<file path="src/hw/rtl/ned_pkg.sv">
// Shared types, constants and helper functions for the nearest edit distance match block.
// Depends on nothing; the interfaces, the top module and the testbench import it.
`default_nettype none

package ned_pkg;

  // Widths of the result fields and of a character.
  localparam int unsigned DistW  = 8;
  localparam int unsigned IndexW = 10;
  localparam int unsigned CharW  = 8;

  // Largest distance and largest index that the result fields can carry.
  localparam logic [DistW-1:0]  DistMax  = 8'd255;
  localparam int unsigned       IndexMax = 1023;

  // Upper case ASCII range and the offset to its lower case form.
  localparam logic [CharW-1:0] UpperFirst = 8'h41;
  localparam logic [CharW-1:0] UpperLast  = 8'h5A;
  localparam logic [CharW-1:0] CaseOffset = 8'h20;

  // Beat kinds on the input channel.
  typedef enum logic [1:0] {
    MODE_QUERY = 2'd0,
    MODE_CAND  = 2'd1,
    MODE_EMPTY = 2'd2,
    MODE_CLEAR = 2'd3
  } mode_e;

  // Sequencer states.
  typedef enum logic [1:0] {
    ST_IDLE,
    ST_RUN,
    ST_FIN
  } state_e;

  // Lower case folding for ASCII A to Z only.
  function automatic logic [CharW-1:0] fold_char(input logic [CharW-1:0] c);
    if ((c >= UpperFirst) && (c <= UpperLast)) begin
      return c + CaseOffset;
    end
    return c;
  endfunction

  // Increment that sticks at the largest distance.
  function automatic logic [DistW-1:0] sat_inc(input logic [DistW-1:0] v);
    if (v == DistMax) begin
      return DistMax;
    end
    return v + 1'b1;
  endfunction

endpackage

`default_nettype wire

</file>
<file path="src/hw/rtl/ned_if.sv">
// Valid/ready channel interfaces for the input beats and the result beats.
// Depends on ned_pkg for the field widths.
`default_nettype none

interface ned_in_if;
  import ned_pkg::*;

  logic              valid;
  logic              ready;
  logic [1:0]        mode;
  logic [CharW-1:0]  char_code;
  logic              last_char;

  modport source (output valid, output mode, output char_code, output last_char, input ready);
  modport sink   (input valid, input mode, input char_code, input last_char, output ready);
endinterface

interface ned_out_if;
  import ned_pkg::*;

  logic              valid;
  logic              ready;
  logic [DistW-1:0]  distance;
  logic [IndexW-1:0] candidate_index;
  logic              is_new_best;
  logic [IndexW-1:0] best_index;
  logic [DistW-1:0]  best_distance;
  logic              query_truncated;

  modport source (
    output valid, output distance, output candidate_index, output is_new_best,
    output best_index, output best_distance, output query_truncated, input ready
  );
  modport sink (
    input valid, input distance, input candidate_index, input is_new_best,
    input best_index, input best_distance, input query_truncated, output ready
  );
endinterface

`default_nettype wire

</file>
<file path="src/hw/rtl/ned_ram.sv">
// Generic single write port, single read port RAM with a registered read.
// Depends on nothing.
`default_nettype none

module ned_ram #(
  parameter int unsigned Width = 8,
  parameter int unsigned Depth = 32,
  localparam int unsigned AddrW = (Depth > 1) ? $clog2(Depth) : 1
) (
  input  wire logic             clk_i,
  input  wire logic             we_i,
  input  wire logic [AddrW-1:0] waddr_i,
  input  wire logic [Width-1:0] wdata_i,
  input  wire logic [AddrW-1:0] raddr_i,
  output logic      [Width-1:0] rdata_o
);

  logic [Width-1:0] mem_q [Depth];

  // Write port and registered read port.
  always_ff @(posedge clk_i) begin
    if (we_i) begin
      mem_q[waddr_i] <= wdata_i;
    end
    rdata_o <= mem_q[raddr_i];
  end

endmodule

`default_nettype wire

</file>
<file path="src/hw/rtl/nearest_edit_distance_match.sv">
// Nearest match search by edit distance: a query is loaded, candidates stream in
// character by character, and each ended candidate yields its distance and the best so far.
// Depends on ned_pkg, ned_in_if, ned_out_if and ned_ram.
//
// A candidate character is applied to the edit distance column, which lives in a RAM
// and is read, updated and written back one entry per cycle, each entry needing the one
// before it; no new beat is accepted during the sweep. An ended candidate then loads the
// result register, waiting while that register still holds an untaken result; the
// register holds the result until it is taken while new beats are already accepted.
// After reset the block is ready at once: the first character of every candidate builds
// the starting column on the fly, so no RAM clearing pass is needed.
`default_nettype none

module nearest_edit_distance_match #(
  parameter int unsigned MAX_QUERY_LEN  = 32,
  parameter int unsigned MAX_CANDIDATES = 1024
) (
  input  wire logic  clk_i,
  input  wire logic  rst_ni,
  ned_in_if.sink     in_i,
  ned_out_if.source  out_o
);
  import ned_pkg::*;

  // Length counter, column index and query address widths, and the candidate index cap.
  localparam int unsigned LenW  = $clog2(MAX_QUERY_LEN + 1);
  localparam int unsigned QAddrW = (MAX_QUERY_LEN > 1) ? $clog2(MAX_QUERY_LEN) : 1;
  localparam int unsigned IdxCap =
      ((MAX_CANDIDATES - 1) > IndexMax) ? IndexMax : (MAX_CANDIDATES - 1);

  state_e state_q, state_d;

  logic [LenW-1:0]   len_q, len_d;
  logic              trunc_q, trunc_d;
  logic              fresh_q, fresh_d;
  logic [IndexW-1:0] cand_q, cand_d;
  logic              best_valid_q, best_valid_d;
  logic [IndexW-1:0] best_slot_q, best_slot_d;
  logic [DistW-1:0]  best_cost_q, best_cost_d;

  // Candidate character being applied to the column.
  logic [CharW-1:0]  ch_q, ch_d;
  logic              last_q, last_d;

  // Column sweep: issue index, compute stage and carried neighbors.
  logic [LenW:0]     iss_q, iss_d;
  logic              p_valid_q, p_valid_d;
  logic [LenW-1:0]   p_idx_q, p_idx_d;
  logic [DistW-1:0]  left_q, left_d;
  logic [DistW-1:0]  diag_q, diag_d;
  logic [DistW-1:0]  fin_dist_q, fin_dist_d;

  // Result register.
  logic              ov_q, ov_d;
  logic [DistW-1:0]  o_dist_q, o_dist_d;
  logic [IndexW-1:0] o_idx_q, o_idx_d;
  logic              o_new_q, o_new_d;
  logic [IndexW-1:0] o_bidx_q, o_bidx_d;
  logic [DistW-1:0]  o_bdist_q, o_bdist_d;
  logic              o_trunc_q, o_trunc_d;

  // RAM ports.
  logic              q_we;
  logic [QAddrW-1:0] q_waddr, q_raddr;
  logic [CharW-1:0]  q_wdata, q_rdata;
  logic              dp_we;
  logic [LenW-1:0]   dp_waddr, dp_raddr;
  logic [DistW-1:0]  dp_wdata, dp_rdata;

  logic              in_acc;
  logic [1:0]        mode_raw;
  logic [CharW-1:0]  in_ch;
  logic              issue;
  logic              done;
  logic              out_free;
  logic              better;

  // Column entry update.
  logic [DistW-1:0]  up_val, inc_up, inc_left, diag_sat, cur;
  logic [DistW:0]    diag_sum;

  assign mode_raw = in_i.mode;
  assign in_ch    = fold_char(in_i.char_code);
  assign in_acc   = in_i.valid && in_i.ready;
  assign issue    = (state_q == ST_RUN) && (iss_q <= {1'b0, len_q});
  assign done     = p_valid_q && (p_idx_q == len_q);
  assign out_free = !ov_q || out_o.ready;
  assign better   = !best_valid_q || (fin_dist_q < best_cost_q);

  // The first character of a candidate sees the starting column, entry i holding i.
  always_comb begin
    up_val   = fresh_q ? DistW'(p_idx_q) : dp_rdata;
    inc_up   = sat_inc(up_val);
    inc_left = sat_inc(left_q);
    diag_sum = {1'b0, diag_q} + {{DistW{1'b0}}, (q_rdata != ch_q)};
    diag_sat = diag_sum[DistW] ? DistMax : diag_sum[DistW-1:0];
    cur      = inc_up;
    if (p_idx_q != '0) begin
      if (inc_left < cur) begin
        cur = inc_left;
      end
      if (diag_sat < cur) begin
        cur = diag_sat;
      end
    end
  end

  // Next state.
  always_comb begin
    state_d = state_q;
    case (state_q)
      ST_IDLE: begin
        if (in_acc) begin
          case (mode_e'(mode_raw))
            MODE_CAND:  state_d = ST_RUN;
            MODE_EMPTY: state_d = ST_FIN;
            default:    state_d = ST_IDLE;
          endcase
        end
      end
      ST_RUN: begin
        if (done) begin
          state_d = last_q ? ST_FIN : ST_IDLE;
        end
      end
      ST_FIN: begin
        if (out_free) begin
          state_d = ST_IDLE;
        end
      end
      default: state_d = ST_IDLE;
    endcase
  end

  // Handshake and RAM controls.
  always_comb begin
    in_i.ready = (state_q == ST_IDLE);
    q_we       = in_acc && (mode_e'(mode_raw) == MODE_QUERY) && (len_q < LenW'(MAX_QUERY_LEN));
    q_waddr    = len_q[QAddrW-1:0];
    q_wdata    = in_ch;
    q_raddr    = QAddrW'(iss_q - 1'b1);
    dp_raddr   = (state_q == ST_RUN) ? iss_q[LenW-1:0] : '0;
    dp_we      = p_valid_q;
    dp_waddr   = p_idx_q;
    dp_wdata   = cur;
  end

  // Datapath and bookkeeping.
  always_comb begin
    len_d        = len_q;
    trunc_d      = trunc_q;
    fresh_d      = fresh_q;
    cand_d       = cand_q;
    best_valid_d = best_valid_q;
    best_slot_d  = best_slot_q;
    best_cost_d  = best_cost_q;
    ch_d         = ch_q;
    last_d       = last_q;
    iss_d        = iss_q;
    p_valid_d    = 1'b0;
    p_idx_d      = p_idx_q;
    left_d       = left_q;
    diag_d       = diag_q;
    fin_dist_d   = fin_dist_q;
    ov_d         = ov_q && !out_o.ready;
    o_dist_d     = o_dist_q;
    o_idx_d      = o_idx_q;
    o_new_d      = o_new_q;
    o_bidx_d     = o_bidx_q;
    o_bdist_d    = o_bdist_q;
    o_trunc_d    = o_trunc_q;

    // Accepted beats.
    if (in_acc) begin
      case (mode_e'(mode_raw))
        MODE_QUERY: begin
          fresh_d = 1'b1;
          if (len_q < LenW'(MAX_QUERY_LEN)) begin
            len_d = len_q + 1'b1;
          end else begin
            trunc_d = 1'b1;
          end
        end
        MODE_CAND: begin
          ch_d      = in_ch;
          last_d    = in_i.last_char;
          p_valid_d = 1'b1;
          p_idx_d   = '0;
          iss_d     = (LenW + 1)'(1);
        end
        MODE_EMPTY: begin
          fresh_d    = 1'b1;
          fin_dist_d = DistW'(len_q);
        end
        MODE_CLEAR: begin
          len_d        = '0;
          trunc_d      = 1'b0;
          cand_d       = '0;
          best_valid_d = 1'b0;
          best_slot_d  = '0;
          best_cost_d  = '0;
          fresh_d      = 1'b1;
        end
        default: begin
          fresh_d = fresh_q;
        end
      endcase
    end

    // Column sweep: issue the next read while the previous entry is updated.
    if (issue) begin
      p_valid_d = 1'b1;
      p_idx_d   = iss_q[LenW-1:0];
      iss_d     = iss_q + 1'b1;
    end
    if (p_valid_q) begin
      left_d = cur;
      diag_d = up_val;
    end
    if (done) begin
      fresh_d    = 1'b0;
      fin_dist_d = cur;
    end

    // Ended candidate: update the best match and load the result register.
    if ((state_q == ST_FIN) && out_free) begin
      ov_d      = 1'b1;
      o_dist_d  = fin_dist_q;
      o_idx_d   = cand_q;
      o_new_d   = better;
      o_bidx_d  = better ? cand_q : best_slot_q;
      o_bdist_d = better ? fin_dist_q : best_cost_q;
      o_trunc_d = trunc_q;
      fresh_d   = 1'b1;
      if (better) begin
        best_valid_d = 1'b1;
        best_slot_d  = cand_q;
        best_cost_d  = fin_dist_q;
      end
      if (cand_q < IndexW'(IdxCap)) begin
        cand_d = cand_q + 1'b1;
      end
    end
  end

  // Control registers.
  always_ff @(posedge clk_i or negedge rst_ni) begin
    if (!rst_ni) begin
      state_q      <= ST_IDLE;
      len_q        <= '0;
      trunc_q      <= 1'b0;
      fresh_q      <= 1'b1;
      cand_q       <= '0;
      best_valid_q <= 1'b0;
      best_slot_q  <= '0;
      best_cost_q  <= '0;
      iss_q        <= '0;
      p_valid_q    <= 1'b0;
      ov_q         <= 1'b0;
    end else begin
      state_q      <= state_d;
      len_q        <= len_d;
      trunc_q      <= trunc_d;
      fresh_q      <= fresh_d;
      cand_q       <= cand_d;
      best_valid_q <= best_valid_d;
      best_slot_q  <= best_slot_d;
      best_cost_q  <= best_cost_d;
      iss_q        <= iss_d;
      p_valid_q    <= p_valid_d;
      ov_q         <= ov_d;
    end
  end

  // Payload registers.
  always_ff @(posedge clk_i) begin
    ch_q       <= ch_d;
    last_q     <= last_d;
    p_idx_q    <= p_idx_d;
    left_q     <= left_d;
    diag_q     <= diag_d;
    fin_dist_q <= fin_dist_d;
    o_dist_q   <= o_dist_d;
    o_idx_q    <= o_idx_d;
    o_new_q    <= o_new_d;
    o_bidx_q   <= o_bidx_d;
    o_bdist_q  <= o_bdist_d;
    o_trunc_q  <= o_trunc_d;
  end

  // Result channel.
  assign out_o.valid           = ov_q;
  assign out_o.distance        = o_dist_q;
  assign out_o.candidate_index = o_idx_q;
  assign out_o.is_new_best     = o_new_q;
  assign out_o.best_index      = o_bidx_q;
  assign out_o.best_distance   = o_bdist_q;
  assign out_o.query_truncated = o_trunc_q;

  // Query characters.
  ned_ram #(
    .Width (CharW),
    .Depth (MAX_QUERY_LEN)
  ) u_query_ram (
    .clk_i   (clk_i),
    .we_i    (q_we),
    .waddr_i (q_waddr),
    .wdata_i (q_wdata),
    .raddr_i (q_raddr),
    .rdata_o (q_rdata)
  );

  // Distance column.
  ned_ram #(
    .Width (DistW),
    .Depth (MAX_QUERY_LEN + 1)
  ) u_column_ram (
    .clk_i   (clk_i),
    .we_i    (dp_we),
    .waddr_i (dp_waddr),
    .wdata_i (dp_wdata),
    .raddr_i (dp_raddr),
    .rdata_o (dp_rdata)
  );

  // A new best result reports itself as the best match.
  assert property (@(posedge clk_i) disable iff (!rst_ni)
    (out_o.valid && out_o.is_new_best) |->
      ((out_o.best_distance == out_o.distance) && (out_o.best_index == out_o.candidate_index)))
    else $error("new best result does not match its own distance and index");

  // A result that is not a new best never beats the reported best.
  assert property (@(posedge clk_i) disable iff (!rst_ni)
    (out_o.valid && !out_o.is_new_best) |-> (out_o.best_distance <= out_o.distance))
    else $error("result is closer than the reported best match");

  // The sweep never updates an entry past the end of the query.
  assert property (@(posedge clk_i) disable iff (!rst_ni)
    p_valid_q |-> (p_idx_q <= len_q))
    else $error("column update beyond the query length");

  // Consecutive column updates walk the entries in order.
  assert property (@(posedge clk_i) disable iff (!rst_ni)
    (p_valid_q && !done) |=> (p_valid_q && (p_idx_q == $past(p_idx_q) + 1'b1)))
    else $error("column sweep skipped or repeated an entry");

  // The candidate counter stops at its cap.
  assert property (@(posedge clk_i) disable iff (!rst_ni)
    cand_q <= IndexW'(IdxCap))
    else $error("candidate counter passed its cap");

endmodule

`default_nettype wire

</file>
<file path="src/flat_wrapper.sv">
// flat-port wrapper written by rule: the top's interface ports become plain ports
module nearest_edit_distance_match_flat import ned_pkg::*;
#(
  parameter int unsigned MAX_QUERY_LEN  = 32,
  parameter int unsigned MAX_CANDIDATES = 1024
)
  (clk_i, rst_ni, in_i_valid, in_i_mode, in_i_char_code, in_i_last_char, in_i_ready, out_o_valid, out_o_distance, out_o_candidate_index, out_o_is_new_best, out_o_best_index, out_o_best_distance, out_o_query_truncated, out_o_ready);
  ned_in_if in_i_i ();
  ned_out_if out_o_i ();
  input  wire logic clk_i;
  input  wire logic rst_ni;
  input wire logic [$bits(in_i_i.valid)-1:0] in_i_valid;
  input wire logic [$bits(in_i_i.mode)-1:0] in_i_mode;
  input wire logic [$bits(in_i_i.char_code)-1:0] in_i_char_code;
  input wire logic [$bits(in_i_i.last_char)-1:0] in_i_last_char;
  output wire logic [$bits(in_i_i.ready)-1:0] in_i_ready;
  output wire logic [$bits(out_o_i.valid)-1:0] out_o_valid;
  output wire logic [$bits(out_o_i.distance)-1:0] out_o_distance;
  output wire logic [$bits(out_o_i.candidate_index)-1:0] out_o_candidate_index;
  output wire logic [$bits(out_o_i.is_new_best)-1:0] out_o_is_new_best;
  output wire logic [$bits(out_o_i.best_index)-1:0] out_o_best_index;
  output wire logic [$bits(out_o_i.best_distance)-1:0] out_o_best_distance;
  output wire logic [$bits(out_o_i.query_truncated)-1:0] out_o_query_truncated;
  input wire logic [$bits(out_o_i.ready)-1:0] out_o_ready;
  assign in_i_i.valid = in_i_valid;
  assign in_i_i.mode = in_i_mode;
  assign in_i_i.char_code = in_i_char_code;
  assign in_i_i.last_char = in_i_last_char;
  assign in_i_ready = in_i_i.ready;
  assign out_o_valid = out_o_i.valid;
  assign out_o_distance = out_o_i.distance;
  assign out_o_candidate_index = out_o_i.candidate_index;
  assign out_o_is_new_best = out_o_i.is_new_best;
  assign out_o_best_index = out_o_i.best_index;
  assign out_o_best_distance = out_o_i.best_distance;
  assign out_o_query_truncated = out_o_i.query_truncated;
  assign out_o_i.ready = out_o_ready;
  nearest_edit_distance_match #(.MAX_QUERY_LEN(MAX_QUERY_LEN), .MAX_CANDIDATES(MAX_CANDIDATES)) u_core (.clk_i(clk_i), .rst_ni(rst_ni), .in_i(in_i_i), .out_o(out_o_i));
endmodule
</file>
<file path="config.mk">
export PLATFORM = sky130hd
export DESIGN_NAME = nearest_edit_distance_match_flat
export DESIGN_NICKNAME = d
export VERILOG_FILES = /design/src/hw/rtl/ned_pkg.sv /design/src/hw/rtl/ned_if.sv /design/src/hw/rtl/ned_ram.sv /design/src/hw/rtl/nearest_edit_distance_match.sv /design/src/flat_wrapper.sv
export SDC_FILE = /design/constraint.sdc
export NUM_CORES = 1
export LEC_CHECK = 0
export ABC_AREA = 1
export BUFFER_PORTS_ARGS = -buffer_cell sky130_fd_sc_hd__buf_2
export CAP_MARGIN = 40
export CORE_ASPECT_RATIO = 1.75
export CORE_UTILIZATION = 30
export DETAILED_ROUTE_END_ITERATION = 7
export GPL_ROUTABILITY_DRIVEN = 0
export SLEW_MARGIN = 20
export SYNTH_ARGS = -nofsm -noshare
export SYNTH_HDL_FRONTEND = slang
export SYNTH_SLANG_ARGS = --single-unit
</file>
<file path="constraint.sdc">
create_clock -name clk_i -period 12.1 [get_ports clk_i]
set_input_delay 3.63 -clock clk_i [delete_from_list [all_inputs] [get_ports clk_i]]
set_output_delay 3.63 -clock clk_i [all_outputs]
set_load 0.01 [all_outputs]
</file>
# Yosys cells after proc, flatten, opt, wreduce, memory -nomap -nowiden
# Memory sizes are Yosys's and may differ from the RTL's. A register that Yosys moved wholly into a read port is not among the register bits.
# Cells that the tools add are included.
# word_totals
reg_bits,125
mem_bits_rw,520
input_bits,15
out_inout_bits,40
wordCells,151
n_memories,2
# classes
addsub,8
n_lt_le_gt_ge,8
eq_ne,14
muxes,65
reduce_logical,31
# mem_list
name,depth,width,rd,rd_ports_with_merged_regs,write_ports,line,source
u_core.u_column_ram.mem_q,33,8,1,1,1,ned_ram.sv:18,logic [Width-1:0] mem_q [Depth];
u_core.u_query_ram.mem_q,32,8,1,1,1,ned_ram.sv:18,
# op_table
operator,n
8-bit two-way mux,20
10-bit two-way mux,9
6-bit two-way mux,5
8-bit < comparator,3
7-bit two-way mux,3
1-bit two-way mux,20
8-bit by 1-bit adder with 8-bit output (second input constant),2
8-bit == test (second input constant),2
6-bit case mux with 2 select lines,1
10-bit by 1-bit adder with 10-bit output (second input constant),1
10-bit < comparator (second input constant),1
2-bit nonzero test,5
8-bit by 1-bit adder with 9-bit output,1
3-bit AND reduction,3
8-bit by 6-bit adder with 8-bit output (second input constant),1
8-bit by 7-bit >= comparator with 1-bit output (second input constant),1
8-bit by 7-bit less-or-equal comparator with 1-bit output (second input constant),1
1-bit logical AND,8
2-bit two-way mux,4
8-bit inequality test,1
2-bit AND reduction,4
7-bit by 1-bit adder with 7-bit output (second input constant),1
7-bit by 6-bit less-or-equal comparator with 1-bit output,1
6-bit by 1-bit adder with 6-bit output (second input constant),1
16 further kinds,27

# Depth between registers and ports, before layout
# Gate-level depths: netlist (run 1).
# depth
depth_word,11
depth_mapped,32
depth_no_buf,31

# Modules after synthesis
# From an unflattened synthesis (run 1), not the netlist that was laid out.
# unflattened
cells_unflattened,2584
hier_area_um2,28613.7
# by_module_without_submodules
module,n_inst,cells_each,area_per_inst_um2,seq_area_each_um2
ned_ram at u_core.u_column_ram,1,937,11078.1,8087.8
ned_ram at u_core.u_query_ram,1,922,10786.6,7847.5
nearest_edit_distance_match,1,725,6749.0,3514.6

# Least setup slack after synthesis (run 1)
# Ideal clock, no wire load.
# synth_path
path_type,in2reg
startpoint,input out_o_ready
endpoint,register u_core.cand_q[6]
setup_time_ps,80
arrival_ps,5568
t_required_ps,12020
slack_ps,6452
path_stages,5
n_path_buf,1
cell_sequence,nor2_1 -> nor2_1 -> clkbuf_1 -> o21ai_0 -> a21oi_1
# synth_via
elab_chain_cells,3
# synth_lines
element,line,source
start: declaration,flat_wrapper.sv:24,input wire logic [$bits(out_o_i.ready)-1:0] out_o_ready;
1-bit logical OR,nearest_edit_distance_match.sv:87,assign out_free = !ov_q || out_o.ready;
1-bit logical AND,nearest_edit_distance_match.sv:226,if ((state_q == ST_FIN) && out_free) begin
10-bit two-way mux,nearest_edit_distance_match.sv:226,
net u_core.cand_d[6],nearest_edit_distance_match.sv:36,"logic [IndexW-1:0] cand_q, cand_d;"
end signal: assignment,nearest_edit_distance_match.sv:265,cand_q <= cand_d;
end: declaration,nearest_edit_distance_match.sv:36,
# The timed path passes the listed nets, and every way through them passes these cells.
# A chain may end at the register's enable or synchronous reset.

# Final worst setup path (run 1)
# layout_path
startpoint,register u_core.fresh_q
endpoint,"register u_core.fin_dist_q[5], data pin"
# layout_via
elab_chain_cells,11
word_cells_on_any_way,12
classes_between,add/sub (1); order compare (2); eq/ne (1); mux (8)
# layout_lines
element,line,source
start: declaration,nearest_edit_distance_match.sv:35,"logic fresh_q, fresh_d;"
start signal: assignment,nearest_edit_distance_match.sv:264,fresh_q <= fresh_d;
8-bit two-way mux (*),nearest_edit_distance_match.sv:92,up_val = fresh_q ? DistW'(p_idx_q) : dp_rdata;
net u_core.up_val[1],nearest_edit_distance_match.sv:79,"logic [DistW-1:0] up_val, inc_up, inc_left, diag_sat, cur;"
branches (longest 2 deep; another with 8-bit by 1-bit adder with 8-bit output),--,
8-bit two-way mux (*),ned_pkg.sv:49,return v + 1'b1;
8-bit < comparator,nearest_edit_distance_match.sv:99,if (inc_left < cur) begin
8-bit two-way mux,nearest_edit_distance_match.sv:99,
8-bit two-way mux,nearest_edit_distance_match.sv:98,if (p_idx_q != '0) begin
8-bit < comparator,nearest_edit_distance_match.sv:102,if (diag_sat < cur) begin
8-bit two-way mux,nearest_edit_distance_match.sv:102,
8-bit two-way mux (*),nearest_edit_distance_match.sv:98,
net u_core.cur[5],nearest_edit_distance_match.sv:79,
8-bit two-way mux (*),nearest_edit_distance_match.sv:220,if (done) begin
net u_core.fin_dist_d[5],nearest_edit_distance_match.sv:51,"logic [DistW-1:0] fin_dist_q, fin_dist_d;"
end signal: assignment,nearest_edit_distance_match.sv:282,fin_dist_q <= fin_dist_d;
end: declaration,nearest_edit_distance_match.sv:51,
# Mark *: on every way through the listed nets, which the timed path passes. The select of a mux whose other input is x is not followed.

==> results of run 1 <==
==> logic make-up after synthesis <==
| kind of cell | after synthesis | synth area share |
|---|---|---|
| compound gates | 497 | 0.108 |
| xor+xnor | 22 | 0.00693 |
| fa+ha+maj | 38 | 0.0171 |
| buf+inv | 257 | 0.0354 |
| flops | 661 | 0.700 |
| mux | 25 | 0.00900 |
| simple gates | 800 | 0.124 |
==> synth_stat cells (22+ instances only) <==
cell type,number,area share
a21oi_1,84,0.015
dfrtp_1,47,0.042
o221ai_1,25,0.0079
o21ai_0,230,0.041
nor2_1,377,0.051
mux2i_1,25,0.0090
nand2_1,206,0.028
inv_1,130,0.018
nand3_1,129,0.023
a311oi_1,23,0.0072
ha_1,38,0.017
edfxtp_1,597,0.64
o22ai_1,26,0.0058
o32ai_1,41,0.013
or2_2,22,0.0049
o211ai_1,39,0.011
clkbuf_1,101,0.014
==> worst register-to-register path, cell delays in order (launching register included) <==
cell and delay, ns:
dfstp_2 0.68, inv_4 0.08, o21ai_0 0.33, ha_1 0.27
nand3_2 0.12, nor2_4 0.14, nand2_4 0.08, inv_1 0.12
a21oi_1 0.09, ha_1 0.33, a21oi_1 0.13, nor2_1 0.06
a211oi_1 0.27, nand2_2 0.23, o21ai_0 0.37, ha_1 0.32
a21oi_1 0.13, nor2_1 0.06, a211oi_2 0.58, nand2_4 0.19
nand2_2 0.11, nand3_2 0.06, nand2_2 0.62, nand2_1 0.14
nand2_1 0.10
==> routing by layer <==
layer	vias up	wire length (um)
met3	153	2570
met5	-	0
met1	9070	25900
met2	444	40400
met4	0	3420
li1	8461	-
==> power groups by stage <==
stage	Sequential [mW]	Combinational, mW	Clock [mW]
CTS	3.49	3.41	1.81
detailed placement	3.54	3.40	0
finish	3.48	3.46	1.78
global placement	3.55	3.29	0
global route	3.50	3.79	1.89
floorplan	3.47	2.12	0
==> area by class of cell <==
class / instances / area share
clock buffer: 68 / 0.0452
timing repair buffer: 121 / 0.0279
multi-input combinational: 1382 / 0.235
inverter: 140 / 0.0169
clock inverter: 36 / 0.0107
tap: 1192 / 0.0473
antenna: 1 / 0.0000793
sequential: 661 / 0.617
==> per-stage QoR <==
step	setup WS [ns]	cells
floorplan	6.45	2300
global placement	6.28	3452
detailed placement	6.27	3475
CTS	6.35	3579
global route	5.91	3601
finish	6.36	3601
==> flip-flops by register name, summed over array words and instances (netlist names), 7 cells and up <==
name,cells
u_core.u_column_ram.mem_q,264
u_core.iss_q,7
u_core.out_o.best_distance,8
u_core.left_q,8
u_core.u_column_ram.rdata_o,8
u_core.cand_q,10
u_core.u_query_ram.rdata_o,8
u_core.best_slot_q,10
u_core.best_cost_q,8
u_core.diag_q,8
u_core.ch_q,8
u_core.out_o.distance,8
u_core.out_o.candidate_index,10
u_core.fin_dist_q,8
u_core.u_query_ram.mem_q,256
u_core.out_o.best_index,10
==> placed cells by master (no fill, tap or decap), types with 23 or more instances in the layout <==
| cell | Yosys | routed |
|---|---|---|
| edfxtp_1 | 597 | 597 |
| nor2_1 | 377 | 372 |
| o21ai_0 | 230 | 229 |
| nand2_1 | 206 | 206 |
| inv_1 | 130 | 130 |
| nand3_1 | 129 | 129 |
| a21oi_1 | 84 | 84 |
| buf_4 | 2 | 58 |
| clkbuf_16 | 0 | 55 |
| buf_2 | 2 | 54 |
| dfrtp_1 | 47 | 46 |
| o32ai_1 | 41 | 41 |
| o211ai_1 | 39 | 39 |
| ha_1 | 38 | 37 |
| o22ai_1 | 26 | 26 |
| mux2i_1 | 25 | 25 |
| o221ai_1 | 25 | 25 |
| a311oi_1 | 23 | 23 |
==> path summary, 6_finish.rpt <==
path | cells past startpoint | to | startpoint | slack [ns]
worst max-delay path | 24 | u_core.fin_dist_q[5] | u_core.fresh_q | 6.36
worst min-delay path | 0 | u_core.out_o.candidate_index[4] | u_core.cand_q[4] | 0.45
worst max register to register | 24 | u_core.fin_dist_q[5] | u_core.fresh_q | 6.36
worst min register to register | 0 | u_core.out_o.candidate_index[4] | u_core.cand_q[4] | 0.45
max in group asynchronous | 2 | u_core.iss_q[0] | rst_ni | 8.42
min in group asynchronous | 2 | u_core.best_cost_q[2] | rst_ni | 3.14
==> results.json, run 1 <==
{
  "status": "complete, no violations",
  "synthCells": 2300,
  "crit_family": "compound AO/OA/AOI/OAI gates",
  "syn_nets": 2353,
  "seq_power_share": 0.399,
  "syn_area_um2": 27800,
  "die_w_um": 232,
  "grt_use_total": 0.152,
  "post-route-util": 0.344,
  "slew-limit-headroom": 0.431,
  "n_fill_cell": 8843,
  "rsz0062_at_grt": "false",
  "p_total_mw": 8.72,
  "cts-resized-gates": 0,
  "synth-seq-cells": 661,
  "yosys_warnings": 0,
  "drive_above_1_share": 0.115,
  "cts_setup_buffers": 0,
  "p_sw_frac": 0.401,
  "grt_pass1_vias": 18000,
  "cpPeakStageDelay_ns": 0.68,
  "pwr-share-comb": 0.397,
  "met2_usage": 0.293,
  "vias": 18100,
  "path_cells": "inv_4 -> o21ai_0 -> ha_1 -> nand3_2 -> nor2_4 -> nand2_4 -> inv_1 -> a21oi_1 -> ha_1 -> a21oi_1 -> nor2_1 -> a211oi_1 -> nand2_2 -> o21ai_0 -> ha_1 -> a21oi_1 -> nor2_1 -> a211oi_2 -> nand2_4 -> nand2_2 -> nand3_2 -> nand2_2 -> nand2_1 -> nand2_1",
  "setup.worst_path.end_class": "register",
  "setup_tns_ns": 0,
  "pwr-share-clk": 0.204,
  "cts.clk_slew.worst_paths_ns": 0.07,
  "worstMarginPinSlew_ns": 0.854,
  "multi_input_area_um2": 7430,
  "ctsHoldBuffers": 0,
  "clkSinkCount": 661,
  "finalHoldViolCount": 0,
  "min_period_ns": 5.74,
  "htreeDepth": 2,
  "die_h_um": 405,
  "synth_area_per_cell_um2": 12.1,
  "drtIter0Drc": 1166,
  "place_area_um2": 29600,
  "row_count": 147,
  "clock_path_buffers": 3,
  "die-area_um2": 94000,
  "fmax_mhz": 174,
  "routed_wl_mm": 72.2,
  "start_util": 0.303,
  "met1_usage": 0.161,
  "synth-edff-count": 597,
  "p_int_mw": 5.22,
  "leakage_nw": 10.9,
  "hold_path_class": "register to register",
  "holdWs_ns": 0.453,
  "worst_ep_required_time_ns": 12.57,
  "io-pin-count": 55,
  "maxSlewViolCount": 0,
  "maxCapViolCount": 0,
  "area_growth_syn_to_layout_pct": 13.5,
  "worstSetupPathType": "register to register",
  "dp_hpwl_mm": 46.6,
  "final_area_um2": 31600,
  "seq_area_um2": 19500,
  "grt_max_degree": 79,
  "via_per_inst": 5.03,
  "grt_use_met3": 0.0140,
  "wl_per_cell_um": 20.1,
  "io_buffers": 54,
  "top_usage_layer": "met2",
  "worst_setup_path_start_kind": "register",
  "power_switching_mw": 3.50,
  "finalCritPeriodShare": 0.474,
  "antenna_found_initial": 6,
  "cp_max_fo": 35,
  "crit_arrival_ns": 6.21,
  "drc": 0,
  "grt_pass1_wl_mm": 109,
  "crit_buf_inv": 2,
  "firstDrtPassIters": 5,
  "cts_root_buf": "clkbuf_16",
  "cts_tree": "yes",
  "ir_drop_mv": 0.244,
  "clk_latency_ns": 0.62,
  "cp_slowest_cell": "dfstp_2",
  "fin_worst_skew_ns": 0.0352,
  "powerDensity_nw_per_um2": 276,
  "placeableCoreArea_um2": 91800,
  "synth.distinct_cells": 54,
  "synth_top_flop_cell": "edfxtp_1",
  "setup_viol": 0,
  "layout.nets": 2414,
  "gr-total-overflow": 0,
  "ant_nets": 0,
  "cts_buffers": 55,
  "ys_seq_area_frac": 0.700,
  "synthArstFlopShare": 0.0726
}
(Power assumes the default switching activity.)
==> inputs of run 2 (changes only) <==
--- a/config.mk
+++ b/config.mk
@@ -5,7 +5,7 @@
 export SDC_FILE = /design/constraint.sdc
 export NUM_CORES = 1
 export LEC_CHECK = 0
-export ABC_AREA = 1
+export ABC_AREA = 0
 export BUFFER_PORTS_ARGS = -buffer_cell sky130_fd_sc_hd__buf_2
 export CAP_MARGIN = 40
 export CORE_ASPECT_RATIO = 1.75
==> constraint.sdc (replaced) <==
create_clock -name clk_i -period 4.98 [get_ports clk_i]
set_input_delay 1.494 -clock clk_i [delete_from_list [all_inputs] [get_ports clk_i]]
set_output_delay 1.494 -clock clk_i [all_outputs]
set_load 0.01 [all_outputs]
==> results.json, run 2 <==
{
  "worstSetupPathType": "register to register",
  "min_period_ns": 6.04,
  "synthArstFlopShare": 0.0726,
  "io-pin-count": 55,
  "wl_per_cell_um": 23.9,
  "final_cell_mix": "597 x edfxtp_1, 147 x nand2_1, 147 x buf_4, 102 x nor2_1, 90 x mux4_2",
  "p_sw_frac": 0.199,
  "ir_drop_mv": 0.275,
  "slew-limit-headroom": 0.409,
  "syn_nets": 1791,
  "leakage_nw": 11.0,
  "die-area_um2": 92800,
  "synth.cells.most_frequent": "597 x edfxtp_1, 150 x nand2_1, 112 x nor2_1, 90 x mux4_2, 67 x clkbuf_1",
  "yosysTopAreaCell": "edfxtp_1",
  "crit_arrival_ns": 6.52,
  "cp_slowest_cell": "dfstp_2",
  "powerDensity_nw_per_um2": 320,
  "cts.clk_slew.worst_paths_ns": 0.07,
  "clk_latency_ns": 0.66,
  "cts_buffers": 55,
  "post-route-util": 0.369,
  "pwr-share-clk": 0.433,
  "layout.nets": 2017,
  "grt_pass1_wl_mm": 109,
  "gr-total-overflow": 0,
  "hp-start": "u_core.last_q",
  "grt_pass1_vias": 16900,
  "dp_hpwl_mm": 49.6,
  "drive_above_1_share": 0.277,
  "drtIter0Drc": 1354,
  "p_int_mw": 8.56,
  "clkSinkCount": 661,
  "fmax_mhz": 166,
  "violations": "negative setup slack",
  "seq_area_um2": 19500,
  "worst_setup_path_start_kind": "register",
  "maxCapViolCount": 0,
  "synth_top_flop_cell": "edfxtp_1",
  "reg_top3": "u_core.u_column_ram.mem_q x264, u_core.u_query_ram.mem_q x256",
  "worst_r2r_startpoint": "u_core.fresh_q",
  "cp.depth": 28,
  "maxSlewViolCount": 0,
  "hold_path_class": "register to register",
  "status": "complete, but fails checks",
  "synth-seq-cells": 661,
  "vias": 16500,
  "multi_input_area_um2": 8100,
  "setup_slack_ns": -1.06,
  "die_h_um": 402,
  "row_count": 146,
  "setup_viol": 280,
  "hold_path_depth": 2,
  "crit_family": "compound AO/OA/AOI/OAI gates",
  "drc": 0,
  "seq_power_share": 0.561,
  "clock_path_buffers": 3,
  "n_fill_cell": 8436,
  "crit_buf_inv": 8,
  "final_cells": 3195,
  "pwr-share-comb": 0.006,
  "rsz0062_at_grt": "true",
  "worst_ep_required_time_ns": 5.46,
  "power_switching_mw": 2.12,
  "r2r_cells": 28,
  "cts_tree": "yes",
  "place_area_um2": 30200,
  "fin_worst_skew_ns": 0.0541,
  "synthCells": 1738,
  "regToRegSetupSlack_ns": -1.06,
  "yosysMostFrequentCell": "edfxtp_1",
  "io_buffers": 54,
  "firstDrtPassIters": 5,
  "setup_tns_ns": -266.65,
  "grt_use_total": 0.158,
  "largest_register": "u_core.u_column_ram.mem_q",
  "area_growth_syn_to_layout_pct": 21.7,
  "antenna_found_initial": 2,
  "crit_start": "u_core.fresh_q",
  "synth_area_leaders": "edfxtp_1 65%, mux4_2 7.4%, dfrtp_1 4.3%",
  "grt_max_degree": 66,
  "largest_reg_flops": 264,
  "synth-edff-count": 597,
  "die_w_um": 231,
  "synth_area_per_cell_um2": 15.8,
  "place_inst": 3021,
  "cts_root_buf": "clkbuf_16",
  "final_area_um2": 33400,
  "worstReg2RegEnd": "u_core.u_column_ram.mem_q[11][7]",
  "final_common_cell": "edfxtp_1",
  "routed_wl_mm": 76.3,
  "ant_nets": 0,
  "ctsHoldBuffers": 0,
  "whs_endpoint": "u_core.state_q[1]",
  "netlist.area_leader.share": 0.653,
  "worstMarginPinSlew_ns": 0.881,
  "cp_common_cell": "buf_4",
  "placeableCoreArea_um2": 90600,
  "yosys_warnings": 0,
  "finalHoldViolCount": 0,
  "cp_max_fo": 8,
  "cpPeakStageDelay_ns": 0.62,
  "syn_area_um2": 27500,
  "synth.distinct_cells": 73,
  "via_per_inst": 5.17,
  "htreeDepth": 2,
  "setup.worst_path.end_class": "register",
  "ys_seq_area_frac": 0.708,
  "p_total_mw": 10.7,
  "start_util": 0.303,
  "finalCritPeriodShare": 1.21
}
## run 2: area by class of cell
cell class,count,share of cell area
clock buffers,63,0.0440
inverters,34,0.00382
repair buffers,254,0.0698
multi-input cells,958,0.242
well taps,1184,0.0443
clock inverters,40,0.0136
flip-flops and latches,661,0.582
diodes,1,0.0000749
## run 2: worst max path at each step
stage	to	slack (ns)
CTS	u_core.u_column_ram.mem_q[6][3]	-0.94
detailed placement	u_core.u_column_ram.mem_q[9][2]	-1.32
finish	u_core.u_column_ram.mem_q[11][7]	-1.06
global route	u_core.fin_dist_q[5]	-1.24
floorplan	u_core.fin_dist_q[5]	-1.38
global placement	u_core.u_column_ram.mem_q[2][2]	-1.22
## run 2: what timing repair did
item / CTS / global route
hold endpoints to repair: 0 / 0
pin swaps: 20 / 12
cloned: 9 / 20
setup endpoints to repair: 280 / 280
resized for setup: 53 / 33
buffers inserted: 20 / 12
## run 2: cells by family (layout without fill, tap and decap cells)
kind of cell / after synthesis / count (layout) / synth area share
flip-flops: 661 / 661 / 0.708
AND/OR/NAND/NOR: 457 / 457 / 0.0783
AO/OA/AOI/OAI: 273 / 277 / 0.0694
multiplexers: 157 / 157 / 0.100
buffers and inverters: 123 / 391 / 0.0173
adder cells (fa/ha/maj): 38 / 38 / 0.0173
XOR/XNOR: 29 / 29 / 0.00925
other: 0 / 1 / 0
## run 2: power groups by stage
stage / clock (mW) / combinational, mW / sequential (mW)
after floorplan: 0 / 0.0112 / 6.12
after global placement: 0 / 0.0632 / 6.12
after detailed placement: 0 / 0.0667 / 6.12
after CTS: 4.72 / 0.0667 / 6.00
after global routing: 4.90 / 0.0711 / 5.99
final: 4.63 / 0.0643 / 6.00
## run 2: metrics by stage
stage | setup WS [ns] | hold WS [ns]
4_1_cts | -0.943 | 0.496
3_3_place_gp | -1.22 | 0.466
3_5_place_dp | -1.32 | 0.471
5_1_grt | -1.24 | 0.505
6_report | -1.06 | 0.503
2_1_floorplan | -1.38 | 0.423
## run 2: worst reg2reg max path, delay by kind of cell, from the launching register on
family | cells | cell delay, ns
buf+inv | 8 | 1.22
simple gates | 4 | 1.08
compound gates | 11 | 1.99
fa+ha+maj | 3 | 0.61
flops | 1 | 0.62
mux | 2 | 0.38
## run 2: layer usage
| layer | share of wire | track usage | routed length [um] | vias to the layer above |
|---|---|---|---|---|
| li1 | - | - | - | 7281 |
| met1 | 0.33 | 0.162 | 25300 | 8358 |
| met2 | 0.54 | 0.289 | 41000 | 644 |
| met3 | 0.051 | 0.0246 | 3890 | 218 |
| met4 | 0.080 | 0.109 | 6110 | 2 |
| met5 | 0.00014 | 0 | 11 | - |
==> inputs of run 3 (changes only) <==
--- a/config.mk
+++ b/config.mk
@@ -8,10 +8,13 @@
 export ABC_AREA = 0
 export BUFFER_PORTS_ARGS = -buffer_cell sky130_fd_sc_hd__buf_2
 export CAP_MARGIN = 40
+export CELL_PAD_IN_SITES_DETAIL_PLACEMENT = 0
+export CELL_PAD_IN_SITES_GLOBAL_PLACEMENT = 1
 export CORE_ASPECT_RATIO = 1.75
-export CORE_UTILIZATION = 30
+export CORE_UTILIZATION = 48
 export DETAILED_ROUTE_END_ITERATION = 7
 export GPL_ROUTABILITY_DRIVEN = 0
+export PLACE_DENSITY_LB_ADDON = 0.1
 export SLEW_MARGIN = 20
 export SYNTH_ARGS = -nofsm -noshare
 export SYNTH_HDL_FRONTEND = slang
==> results.json, run 3 (synthesized netlist as in run 2, its figures left out) <==
{
  "pwr-share-comb": 0.006,
  "largest_reg_flops": 264,
  "io_buffers": 54,
  "cpPeakStageDelay_ns": 0.60,
  "vias": 16000,
  "final_cells": 2762,
  "hold_path_class": "register to register",
  "placeableCoreArea_um2": 56400,
  "leakage_nw": 10.8,
  "p_total_mw": 10.7,
  "grt_pass1_wl_mm": 106,
  "worstSetupPathType": "register to register",
  "cts.clk_slew.worst_paths_ns": 0.07,
  "clock_path_buffers": 3,
  "gr-total-overflow": 0,
  "htreeDepth": 2,
  "p_int_mw": 8.57,
  "die_h_um": 318,
  "powerDensity_nw_per_um2": 328,
  "row_count": 115,
  "die_w_um": 183,
  "place_area_um2": 29900,
  "largest_register": "u_core.u_column_ram.mem_q",
  "clkSinkCount": 661,
  "fmax_mhz": 169,
  "holdWs_ns": 0.505,
  "drc": 0,
  "fin_worst_skew_ns": 0.0170,
  "ir_drop_mv": 0.263,
  "ctsHoldBuffers": 0,
  "antenna_found_initial": 0,
  "cts_tree": "yes",
  "power_switching_mw": 2.08,
  "start_util": 0.487,
  "setup.worst_path.end_class": "register",
  "area_growth_syn_to_layout_pct": 18.4,
  "maxCapViolCount": 0,
  "maxSlewViolCount": 0,
  "place_inst": 2614,
  "io-pin-count": 55,
  "crit_buf_inv": 5,
  "finalCritPeriodShare": 1.18,
  "clk_latency_ns": 0.61,
  "rsz0062_at_grt": "true",
  "p_sw_frac": 0.195,
  "final_area_um2": 32500,
  "setup_slack_ns": -0.921,
  "setup_viol": 280,
  "wl_per_cell_um": 25.9,
  "firstDrtPassIters": 5,
  "worst_ep_required_time_ns": 5.34,
  "cp_slowest_cell": "dfstp_2",
  "crit_family": "compound AO/OA/AOI/OAI gates",
  "ant_nets": 0,
  "finalHoldViolCount": 0,
  "final_cell_mix": "597 x edfxtp_1, 161 x buf_4, 148 x nand2_1, 105 x nor2_1, 90 x mux4_2",
  "cts_root_buf": "clkbuf_16",
  "drive_above_1_share": 0.269,
  "crit_arrival_ns": 6.26,
  "die-area_um2": 58200,
  "seq_power_share": 0.563,
  "cp_max_fo": 8,
  "dp_slack_ns": -1.12,
  "min_period_ns": 5.90,
  "worst_setup_path_start_kind": "register",
  "status": "complete, but fails checks",
  "pwr-share-clk": 0.431,
  "via_per_inst": 5.78,
  "grt_use_total": 0.251,
  "layout.nets": 2008,
  "routed_wl_mm": 71.5,
  "worstMarginPinSlew_ns": 0.908,
  "final_common_cell": "edfxtp_1",
  "cts_buffers": 57,
  "reg_top3": "u_core.u_column_ram.mem_q x264, u_core.u_query_ram.mem_q x256",
  "drtIter0Drc": 1023,
  "slew-limit-headroom": 0.395,
  "dp_hpwl_mm": 48.6,
  "grt_max_degree": 107,
  "grt_pass1_vias": 16500,
  "violations": "negative setup slack"
}
-- run 3: area by class of cell --
class,instances,area [um^2]
Clock inverter,41,458
Tap cell,760,951
Inverter,34,128
Fill cell,4455,23900
Clock buffer,64,1470
Timing Repair Buffer,247,2080
Sequential cell,661,19500
Antenna cell,1,2.50
Multi-Input combinational cell,954,7960
-- run 3: power by group through the flow --
stage | combinational [mW] | clock [mW] | sequential (mW)
global route | 0.0699 | 4.87 | 5.99
global placement | 0.0625 | 0 | 6.12
CTS | 0.0651 | 4.68 | 6.00
finish | 0.0632 | 4.60 | 6.00
detailed placement | 0.0651 | 0 | 6.12
floorplan | 0.0112 | 0 | 6.12
-- run 3: per-stage QoR --
stage	util	setup TNS, ns
floorplan	-	-240.26
global placement	0.523	-268.78
detailed placement	0.529	-273.47
CTS	0.574	-238.76
global route	0.576	-295.73
finish	0.576	-226.18
-- run 3: worst reg2reg max path: stages, from the launching register on --
cell and delay, ns:
dfstp_2 0.60, mux2i_4 0.26, inv_2 0.07, ha_4 0.17, and4b_2 0.25, o21ai_4 0.20
o21ai_1 0.14, inv_1 0.10, ha_1 0.25, a21o_1 0.17, a221o_1 0.40, a221oi_4 0.35
o21ai_4 0.16, nor2_2 0.15, a21oi_1 0.06, ha_1 0.35, a21oi_2 0.15, o21ai_2 0.08
o21bai_4 0.17, or3_4 0.34, o31ai_4 0.28, buf_6 0.15, mux2_4 0.31, nor2_4 0.11
a21oi_4 0.07, buf_6 0.17, buf_16 0.14
-- run 3: timing repair --
action                     4_1_cts  5_1_grt
buffers inserted                16        3
setup endpoints to repair      280      280
gates cloned                     7        0
pin swaps                       13        9
resized for setup               51        3
-- run 3: worst paths after layout --
| kind | start | end | slack, ns | depth (start not counted) |
|---|---|---|---|---|
| max in group asynchronous | rst_ni | u_core.iss_q[0] | 3.36 | 2 |
| worst max register to register | u_core.fresh_q | u_core.u_column_ram.mem_q[27][3] | -0.92 | 26 |
| worst min-delay path | u_core.fin_dist_q[0] | u_core.out_o.distance[0] | 0.51 | 0 |
| worst min register to register | u_core.fin_dist_q[0] | u_core.out_o.distance[0] | 0.51 | 0 |
| min in group asynchronous | rst_ni | u_core.best_cost_q[5] | 0.76 | 1 |
| worst max-delay path | u_core.fresh_q | u_core.u_column_ram.mem_q[27][3] | -0.92 | 26 |
-- run 3: routing by layer --
| layer | vias to the layer above | share of wire | global-route usage |
|---|---|---|---|
| li1 | 7264 | - | - |
| met1 | 8145 | 0.36 | 0.271 |
| met2 | 419 | 0.57 | 0.482 |
| met3 | 137 | 0.033 | 0.0252 |
| met4 | 0 | 0.046 | 0.118 |
| met5 | - | 0 | 0 |
